**src/hmt3_pkg.sv**
```systemverilog
// ----------------------------------------------------------------------------
// hmt3_pkg
// Shared types and constants of the 3x3 hit-or-miss transform: register
// indexes, structuring element masks and the result record.
// ----------------------------------------------------------------------------
package hmt3_pkg;

  // configuration register indexes
  localparam logic [1:0] REG_FRAME_WIDTH    = 2'd0;
  localparam logic [1:0] REG_FRAME_HEIGHT   = 2'd1;
  localparam logic [1:0] REG_ELEMENT_SELECT = 2'd2;

  localparam logic [7:0] HIT_VALUE  = 8'd0;
  localparam logic [7:0] MISS_VALUE = 8'd255;

  // window entry i = (dx+1)*3 + (dy+1); a set care bit means the entry is
  // matched, a set high bit means it must equal 255, otherwise 0
  localparam logic [8:0] ELEM_CARE [4] = '{9'h059, 9'h017, 9'h134, 9'h1D0};
  localparam logic [8:0] ELEM_HIGH [4] = '{9'h010, 9'h010, 9'h010, 9'h010};

  typedef struct packed {
    logic       last;
    logic [7:0] value;
    logic [11:0] y;
    logic [9:0] x;
  } result_t;

  // up to three results caused by one pixel, in output order
  typedef struct packed {
    logic [2:0]    vld;
    result_t [2:0] res;
  } push_t;

  function automatic logic elem_hit(input logic [1:0] sel, input logic [8:0] eq_zero,
                                    input logic [8:0] eq_full);
    logic ok;
    ok = 1'b1;
    for (int i = 0; i < 9; i++) begin
      if (ELEM_CARE[sel][i]) begin
        ok = ok & (ELEM_HIGH[sel][i] ? eq_full[i] : eq_zero[i]);
      end
    end
    return ok;
  endfunction

endpackage

```
**src/hmt3_result_buf.sv**
```systemverilog
// ----------------------------------------------------------------------------
// hmt3_result_buf
// Output stage: holds the results of one pixel and sends them one per
// request on the master stream, lowest slot first.
// ----------------------------------------------------------------------------
module hmt3_result_buf
  import hmt3_pkg::*;
(
  input  logic        clk_i,
  input  logic        rst_ni,
  input  logic        load_i,
  input  push_t       push_i,
  output logic        room_o,
  output logic        m_axis_tvalid,
  input  logic        m_axis_tready,
  output logic [31:0] m_axis_tdata,  // out_x[9:0], out_y[21:10], value[29:22], zero pad
  output logic        m_axis_tlast   // last
);

  result_t    slot_q [3];
  logic [2:0] vld_q, vld_d;
  logic [2:0] sel, take;
  result_t    cur;

  // lowest pending slot goes out first
  assign sel  = vld_q & ~(vld_q - 3'd1);
  assign take = (m_axis_tvalid && m_axis_tready) ? sel : 3'b000;
  assign room_o = (vld_q & ~take) == 3'b000;

  always_comb begin
    priority if (vld_q[0]) begin
      cur = slot_q[0];
    end else if (vld_q[1]) begin
      cur = slot_q[1];
    end else begin
      cur = slot_q[2];
    end
  end

  always_comb begin
    vld_d = load_i ? push_i.vld : (vld_q & ~take);
  end

  always_ff @(posedge clk_i or negedge rst_ni) begin
    if (!rst_ni) begin
      vld_q <= 3'b000;
    end else begin
      vld_q <= vld_d;
    end
  end

  always_ff @(posedge clk_i) begin
    if (load_i) begin
      for (int i = 0; i < 3; i++) begin
        slot_q[i] <= push_i.res[i];
      end
    end
  end

  assign m_axis_tvalid = |vld_q;
  assign m_axis_tdata  = {2'b00, cur.value, cur.y, cur.x};
  assign m_axis_tlast  = cur.last;

  a_load_only_when_drained: assert property (@(posedge clk_i) disable iff (!rst_ni)
    load_i |-> (vld_q & ~take) == 3'b000)
    else $error("result slots overwritten before sent");

endmodule

```
**config.mk**
```make
export PLATFORM = sky130hd
export DESIGN_NAME = hmt3_result_buf
export DESIGN_NICKNAME = d
export VERILOG_FILES = /design/src/hmt3_pkg.sv /design/src/hmt3_result_buf.sv
export SDC_FILE = /design/constraint.sdc
export NUM_CORES = 1
export LEC_CHECK = 0
export BUFFER_PORTS_ARGS = -buffer_cell sky130_fd_sc_hd__buf_2
export CAP_MARGIN = 10
export CORE_MARGIN = 2
export CORE_UTILIZATION = 37
export DETAILED_ROUTE_END_ITERATION = 12
export GPL_ROUTABILITY_DRIVEN = 0
export PLACE_DENSITY_LB_ADDON = 0.2
export SLEW_MARGIN = 5
export SYNTH_ARGS = -nofsm -noshare
export SYNTH_HDL_FRONTEND = slang
export SYNTH_SLANG_ARGS = --single-unit
```
**constraint.sdc**
```tcl
create_clock -name clk_i -period 1 [get_ports clk_i]
set_clock_uncertainty 0.1 [all_clocks]
set_input_delay 0.1 -clock clk_i [delete_from_list [all_inputs] [get_ports clk_i]]
set_output_delay 0.1 -clock clk_i [all_outputs]
set_load 0.05 [all_outputs]
```
# After elaboration in Yosys (flattened, before gate mapping)
# Memory sizes are Yosys's and may differ from the RTL's.
# Cells that the tools add are included.
dict set report totals {
  reg_bits 3
  latch_bits 0
  ramBits 93
  romBits 0
  inputBits 100
  output_inout_bits 35
  wordCells 16
  memories 1
}
dict set report op_classes {
  addsub 1
  mul 0
  div_mod_pow 0
  n_lt_le_gt_ge 0
  eq_ne 0
  shifts 0
  mux 6
  n_bitwise 4
  reduce_logical 3
}
# name depth width read_ports rd_ports_with_merged_regs write_ports line
set memory_table {}
lappend memory_table {slot_q 3 31 3 0 3 hmt3_result_buf.sv:20} ;# result_t slot_q [3];
# cell n
set ops {}
lappend ops {{2-to-1 mux 31 bit} 2}
lappend ops {{AND 3 bit} 2}
lappend ops {{2-to-1 mux 3 bit} 2}
lappend ops {{inverter 3 bit} 2}
lappend ops {{logical NOT 3 bit} 1}
lappend ops {{OR reduction 3 bit} 1}
lappend ops {{subtractor 3 x 1 -> 3 bit (second input constant)} 1}
lappend ops {{2-to-1 mux 1 bit} 2}
lappend ops {{logical AND 1 bit} 1}

# Longest topological paths before layout
# Gate-level depths: netlist of the first run.
dict set report depth {
  word_depth 7
  depth_mapped 4
  depth_no_buf 3
}

# Least setup slack after synthesis of the first run
# No wires, ideal clock.
dict set report synth_path {
  path_kind {reg2out}
  start {register vld_q[1]}
  end {output m_axis_tdata[0]}
  arrival_ns 1.702
  t_required_ns 0.800
  slack_ns -0.902
  stages_incl_launch_ff 4
  path_buffers 1
  path_cell_list {dfrtp_1 > buf_6 > mux2i_1 > o21ai_0}
}
dict set report synth_between {
  elab_chain_cells 2
}
# item line
set synth_lines {}
lappend synth_lines {{start, declared} hmt3_result_buf.sv:21} ;# logic [2:0] vld_q, vld_d;
lappend synth_lines {{start signal, assigned} hmt3_result_buf.sv:48} ;# vld_q <= vld_d;
lappend synth_lines {{2-to-1 mux 31 bit} hmt3_result_buf.sv:33} ;# end else if (vld_q[1]) begin
lappend synth_lines {{2-to-1 mux 31 bit} hmt3_result_buf.sv:31} ;# priority if (vld_q[0]) begin
lappend synth_lines {{end, declared} hmt3_result_buf.sv:16} ;# output logic [31:0] m_axis_tdata,
# No other way between the ends.

# Worst setup path after layout of the first run
# Same ends and word-level chain as after synthesis.

==> summary.md, run 1 <==
| Metric | Value |
|---|---|
| Clk root buf | clkbuf_8 |
| GRT Util Overall | 15.96% |
| Worst Setup SP | vld_q[1] |
| Sw frac | 27.99% |
| CP Class | reg -> out |
| Final wirelength | ~8900 um |
| Top cells by area, synth | edfxtp_1 76%, mux2i_1 8.5%, o21ai_1 4.0% |
| H-tree depth reported by CTS | 3 |
| Fillers | 676 |
| Most frequent cell after synthesis | edfxtp_1 |
| ANT cells | 0 |
| DR iter-0 viols | 63 |
| WL met1 | 3475 um |
| Outcome | finished with violations |
| Cell Int Power | 7413 uW |
| Fraction of registers with async set/reset | 3.125% |
| Vias in the first global route | 2,685 |
| Vias per Instance | 4.434 |
| Synth Area in Compound Gates | 5.209% |
| Area growth, synth to finish | 79.92% |
| Largest net degree at the start of global routing | 46 |
| Failing checks | negative setup slack |
| Worst R2R Setup Slack | -0.28 ns |
| Met2 wire len | just under 5000 um |
| VDD IR max | 0.9981 mV |
| Seq/Total Area, Yosys | between 70% and 80% |
| Top_reg_cell synth | edfxtp_1 |
| Slowest stage delay, CP | 0.50 ns |
| Sw power | 2882 uW |
| Core Area | approximately 9700 um^2 |
| Count of final hold-check violations | 0 |
| Synth area leader | edfxtp_1 |
| TritonCTS Buffers | 9 |
| Clock-pin slew on the worst setup and hold paths | 0.09 ns |
| Logic gate share of total power | 26.2% |
| Tcrit/Tclk final | 180.2% |
| Shortest period the worst path allows | approximately 1.8 ns |
| Xor-xnor portion of the synthesized cell area | 0% |
| Finish-stage setup viols | 35 |
| Register-to-Register Path Depth | 4 |
| FF-to-FF End | vld_q[2] |
| CTS Buffer Depth | 2 |
| Post-synthesis mux area share | 8.499% |
| Chip width | 103.3 um |
| WP data arrival | approximately 1.6 ns |
| CTS sink cnt | 96 |
| Crit. End Element | primary output |
| FF+latch count, synth | 96 |
| Fmax | 555.1 MHz |
| CTS tree | yes |
| CP startpoint kind | flip-flop |
| RSZ-0062 raised after global routing | true |
| Sequential power share | 48.0% |
| First-pass GRT wire length | between 10,000 and 15,000 um |
| Post-Syn Instances | 218 |
| Final cell count without fillers | 602 |
| GR Overflow Total | 0 |
| Worst setup path end | m_axis_tdata[0] |
| Crit path max-delay cell type | dfrtp_2 |
| Met3 wire length | 504 um |
| Crit path required time | 0.80 ns |
| Combinational family with the most area after synthesis | multiplexers |
| NumNets Final | around 570 |
| Via Count | 2,669 |
| Top cell type's share of synthesized area | 76.49% |
| Synth Area in Simple Gates | around 4.2% |
| HP Class | in -> reg |
| Post-Syn Area | 3651 um^2 |
| IO Count | 135 |
| Most frequent cells after synthesis | 93 x edfxtp_1, 36 x nand2_1, 31 x mux2i_1, 29 x o21ai_1, 6 x o21ai_0 |
| Die area | 10,680 um^2 |
| Rows | 36 |
| Max-Cap Viols | 0 |
| # DRC | 0 |
| Final setup TNS | -25.59 ns |
| Dpl cells | a little under 500 |
| EDFF count, synth | 93 |
| Clk network pwr share | between 20% and 30% |
| Avg Inst Size Synth | between 15 and 20 um^2 |
| Layout cell share with drive strength beyond 1 | between 40% and 50% |
| Library cells used by synthesis | 17 |
| P per Cell Area | between 1500 and 2000 nW/um^2 |
| Crit path cell chain | buf_12 -> mux2i_2 -> o21ai_4 -> buf_4 |
| Initial Util | 37.70% |
| Worst Path Max Fanout | 8 |
| Area share of fa/ha/maj cells after synthesis | 0% |
| 1st-pass router iterations | 4 |
| Die H | approximately 100 um |
| Latest clock arrival within the worst-skew pair | about 0.34 ns |
| Slew Viols, Final | 0 |
| Worst r2r src | vld_q[0] |
| Final WS setup | -0.8015 ns |
| Post-DRT Antenna Nets | 0 |
| Port bufs | 132 |
| Top sig layer | met4 |
| Dpl hpwl | 5092 um |
| Leakage | roughly 0.0025 uW |
| Routed len/inst | approximately 15 um |
| Ys Warns | 0 |
| WHS Path Cells | 2 |
| Initial antenna violation count | 0 |
[cells in the final DEF (no fill, tap or decap), drive strengths merged, types with 2 or more instances in the layout]
master / n
dlygate4sd3: 100
edfxtp: 93
buf: 146
mux2i: 31
bufinv: 2
clkbuf: 11
clkinv: 2
a211oi: 2
conb: 2
inv: 2
dfrtp: 3
o21ai: 35
nand2: 36
[worst min-delay path by stage]
stage	slack, ns	start	to
2_1_floorplan	-0.30	rst_ni	vld_q[0]
3_5_place_dp	-0.20	rst_ni	vld_q[2]
6_report	0.06	load_i	slot_q[0][23]
4_1_cts	0.04	load_i	slot_q[0][54]
5_1_grt	0.04	load_i	slot_q[0][23]
3_3_place_gp	-0.20	rst_ni	vld_q[2]
[registers in the layout, indices dropped and copies added, names as in the netlist]
name,flops
slot_q,93
vld_q,3
[worst max-delay path, delay by kind of cell (launching register included)]
kind | cells | cell delay (ns)
DFF | 1 | 0.50
buffers and inverters | 2 | 0.39
muxes | 1 | 0.29
AOI/OAI and AO/OA | 1 | 0.08
[power by group through the flow]
stage	registers (uW)	logic, uW	clock network (uW)
floorplan	4910	1430	0
global placement	4940	1960	0
detailed placement	4950	1980	0
CTS	4900	2530	2760
global route	4970	2830	2920
finish	4940	2700	2660
[final cells by class]
class | instances | area, um^2 | area share, %
sequential | 96 | 2873 | 43.73
timing repair buffer | 248 | 2036 | 30.99
multi-input combinational | 109 | 1282 | 19.52
tap | 133 | 166.4 | 2.533
clock buffer | 9 | 123.9 | 1.886
clock inverter | 6 | 83.83 | 1.276
inverter | 1 | 3.754 | 0.05714
[stage by stage]
step	cell area [um^2]	setup slack, ns	utilization (%)	power [uW]	hold WS, ns
floorplan	4015	-0.3416	-	6342	-0.2956
global placement	4908	-0.4415	50.68	6901	-0.2018
CTS	6374	-0.8171	65.81	10200	0.04293
global route	6569	-0.8762	67.83	10730	0.04101
finish	6569	-0.8015	67.83	10290	0.05758
detailed placement	4908	-0.4584	50.68	6929	-0.2047
[metal layers]
layer	global-route usage (%)	vias up
li1	-	1306
met1	17.55	1266
met2	29.72	92
met3	5.108	5
met4	4.150	0
met5	0	-
[repair_timing]
item / CTS / global route
endpoints found under the hold margin: 99 / 0
endpoints found under the setup margin: 35 / 35
setup buffers: 2 / 0
gates cloned: 0 / 1
gates resized for setup: 68 / 36
hold buffers: 100 / 0
[cells by family after synthesis]
| group | Yosys count |
|---|---|
| AOI/OAI and AO/OA | 37 |
| buffers and inverters | 14 |
| DFF | 96 |
| muxes | 31 |
| other | 1 |
| and+or+nand+nor | 39 |
(Power assumes the default switching activity.)
==> inputs of run 2 (changes only) <==
- REMOVE_ABC_BUFFERS: default -> 1
==> run 2 against run 1 <==
Compared with the run above:
- worst hold slack worse by 0.011 ns
- flip-flop and latch count did not move
- first-iteration DRC count is 40% higher
- sequential power fell by 2%
- power decreased by 6.9%
- critical path type unchanged
- die area did not move
- wire length decreased by 8.0%
- final cell count down 0.33%
- the run still ends with negative setup slack left
- critical endpoint is now m_axis_tvalid
- critical path depth shrank 1
- register-to-register slack better by 0.18 ns
- non-clock buffer count shrank 4
- utilization fell by 6.2 points
==> summary.md, run 2 (synthesis results as in run 1) <==
| Metric | Value |
|---|---|
| Outcome | finished with violations |
| Failing checks | negative setup slack |
| Final wirelength | around 8200 um |
| GR Overflow Total | 0 |
| Post-DRT Antenna Nets | 0 |
| Power Total | between 9000 and 10,000 uW |
| Vias per Instance | between 4 and 5 |
| Crit. End Element | primary output |
| Latest clock arrival within the worst-skew pair | 0.35 ns |
| Fmax | between 500 and 600 MHz |
| GRT Util Overall | 15.23% |
| Area growth, synth to finish | 63.57% |
| WP data arrival | 1.53 ns |
| Final WS setup | -0.7320 ns |
| DP Worst Slack | -0.4656 ns |
| Most used cells in the layout excluding fill and tap cells | 99 x dlygate4sd3_1, 98 x buf_2, 93 x edfxtp_1, 36 x nand2_1 |
| Layout cell share with drive strength beyond 1 | 36.70% |
| # DRC | 0 |
| H-tree depth reported by CTS | 3 |
| Max-Cap Viols | 0 |
| Layout Utilization | 61.67% |
| Largest net degree at the start of global routing | 46 |
| Finish-stage setup viols | 35 |
| Finished Cell Area | 5972 um^2 |
| First-pass GRT wire length | 11,920 um |
| Initial antenna violation count | 1 |
| Count of final hold-check violations | 0 |
| Largest regs | slot_q x93, vld_q x3 |
| CTS sink cnt | 96 |
| Slew Viols, Final | 0 |
| P per Cell Area | roughly 1600 nW/um^2 |
| Placed inst area | 4511 um^2 |
| Tcrit/Tclk final | 173.2% |
| DR iter-0 viols | 88 |
| Most flops, register | slot_q |
| Initial Util | 37.70% |
| NumNets Final | 561 |
| Final setup TNS | -22.03 ns |
| Die area | 10,680 um^2 |
| CP startpoint kind | flip-flop |
| Port bufs | ~130 |
| Most common cell after layout, fill and taps aside | dlygate4sd3_1 |
| RSZ-0062 raised after global routing | true |
| 1st-pass router iterations | 4 |
| HP Class | in -> reg |
| Clk root buf | clkbuf_8 |
| Max FFs per register | 93 |
| Core Area | 9684 um^2 |
| VDD IR max | 0.8267 mV |
| Clock-pin slew on the worst setup and hold paths | 0.10 ns |
| Via Count | 2,590 |
| Rows | 36 |
| TritonCTS Buffers | 9 |
| Leakage | 0.002411 uW |
| Routed len/inst | 13.58 um |
| IO Count | 135 |
| Chip width | between 100 and 150 um |
| CP Class | reg -> out |
| Crit path required time | 0.80 ns |
| Dpl hpwl | 4832 um |
| Die H | approximately 100 um |
| Worst Path Max Fanout | 15 |
| CTS Buffer Depth | 2 |
| Shortest period the worst path allows | 1.732 ns |
| CTS tree | yes |
| Vias in the first global route | 2,582 |
-- run 2: cell count changes in the layout (fill, tap and decap cells not counted), moves of 3 or more --
cell,before,now
mux2i_1,0,29
o21ai_4,31,0
mux2i_4,15,0
buf_2,101,98
buf_6,17,30
o21ai_2,1,4
o21ai_1,2,30
mux2i_2,16,2
buf_4,20,10
-- run 2: layer usage --
metal	track usage, %	vias to the layer above	wire length, um
met5	0	-	0
met2	27.57	75	4466
met1	17.14	1210	3139
met4	5.162	0	87
li1	-	1297	-
met3	4.570	8	456
-- run 2: layout make-up --
class / instances / area (um^2)
clock buffer: 11 / 141.4
clock inverter: 5 / 56.30
timing repair buffer: 244 / 2029
tap: 133 / 166.4
antenna: 1 / 2.502
multi-input combinational: 109 / 701.9
fill: 729 / 3712
sequential: 96 / 2870
inverter: 1 / 3.754
-- run 2: power breakdown --
group / switching [uW] / internal (uW)
Combinational: 1230 / 995
Clock: 1280 / 1220
Sequential: 96.3 / 4760
Total: 2610 / 6980
-- run 2: worst max-delay path, cell delays in order, from the launching register on --
cell	delay (ns)
dfrtp_2	0.47
buf_12	0.18
or3_4	0.37
buf_6	0.16
-- run 2: metrics by stage --
| stage | std cells | hold slack [ns] |
|---|---|---|
| after floorplan | 206 | -0.2956 |
| after global placement | 482 | -0.1988 |
| after detailed placement | 482 | -0.1974 |
| after CTS | 597 | 0.01220 |
| after global routing | 600 | 0.04291 |
| final | 600 | 0.04639 |
-- run 2: what timing repair did --
item,CTS,global route
hold buffers,99,0
setup endpoints to repair,35,35
resized for setup,61,20
gates cloned,0,0
buffers inserted,0,2
hold endpoints to repair,99,0
pin swaps,0,2
-- run 2: worst paths after layout --
| kind | cells after the start | start | slack (ns) | endpoint |
|---|---|---|---|---|
| worst max-delay path | 3 | vld_q[1] | -0.73 | m_axis_tvalid |
| worst min-delay path | 5 | m_axis_tready | 0.05 | vld_q[1] |
| worst max register to register | 4 | vld_q[0] | -0.10 | vld_q[2] |
| worst min register to register | 2 | vld_q[2] | 0.50 | vld_q[2] |
| max in group asynchronous | 3 | rst_ni | 0.09 | vld_q[0] |
| min in group asynchronous | 3 | rst_ni | 0.54 | vld_q[2] |
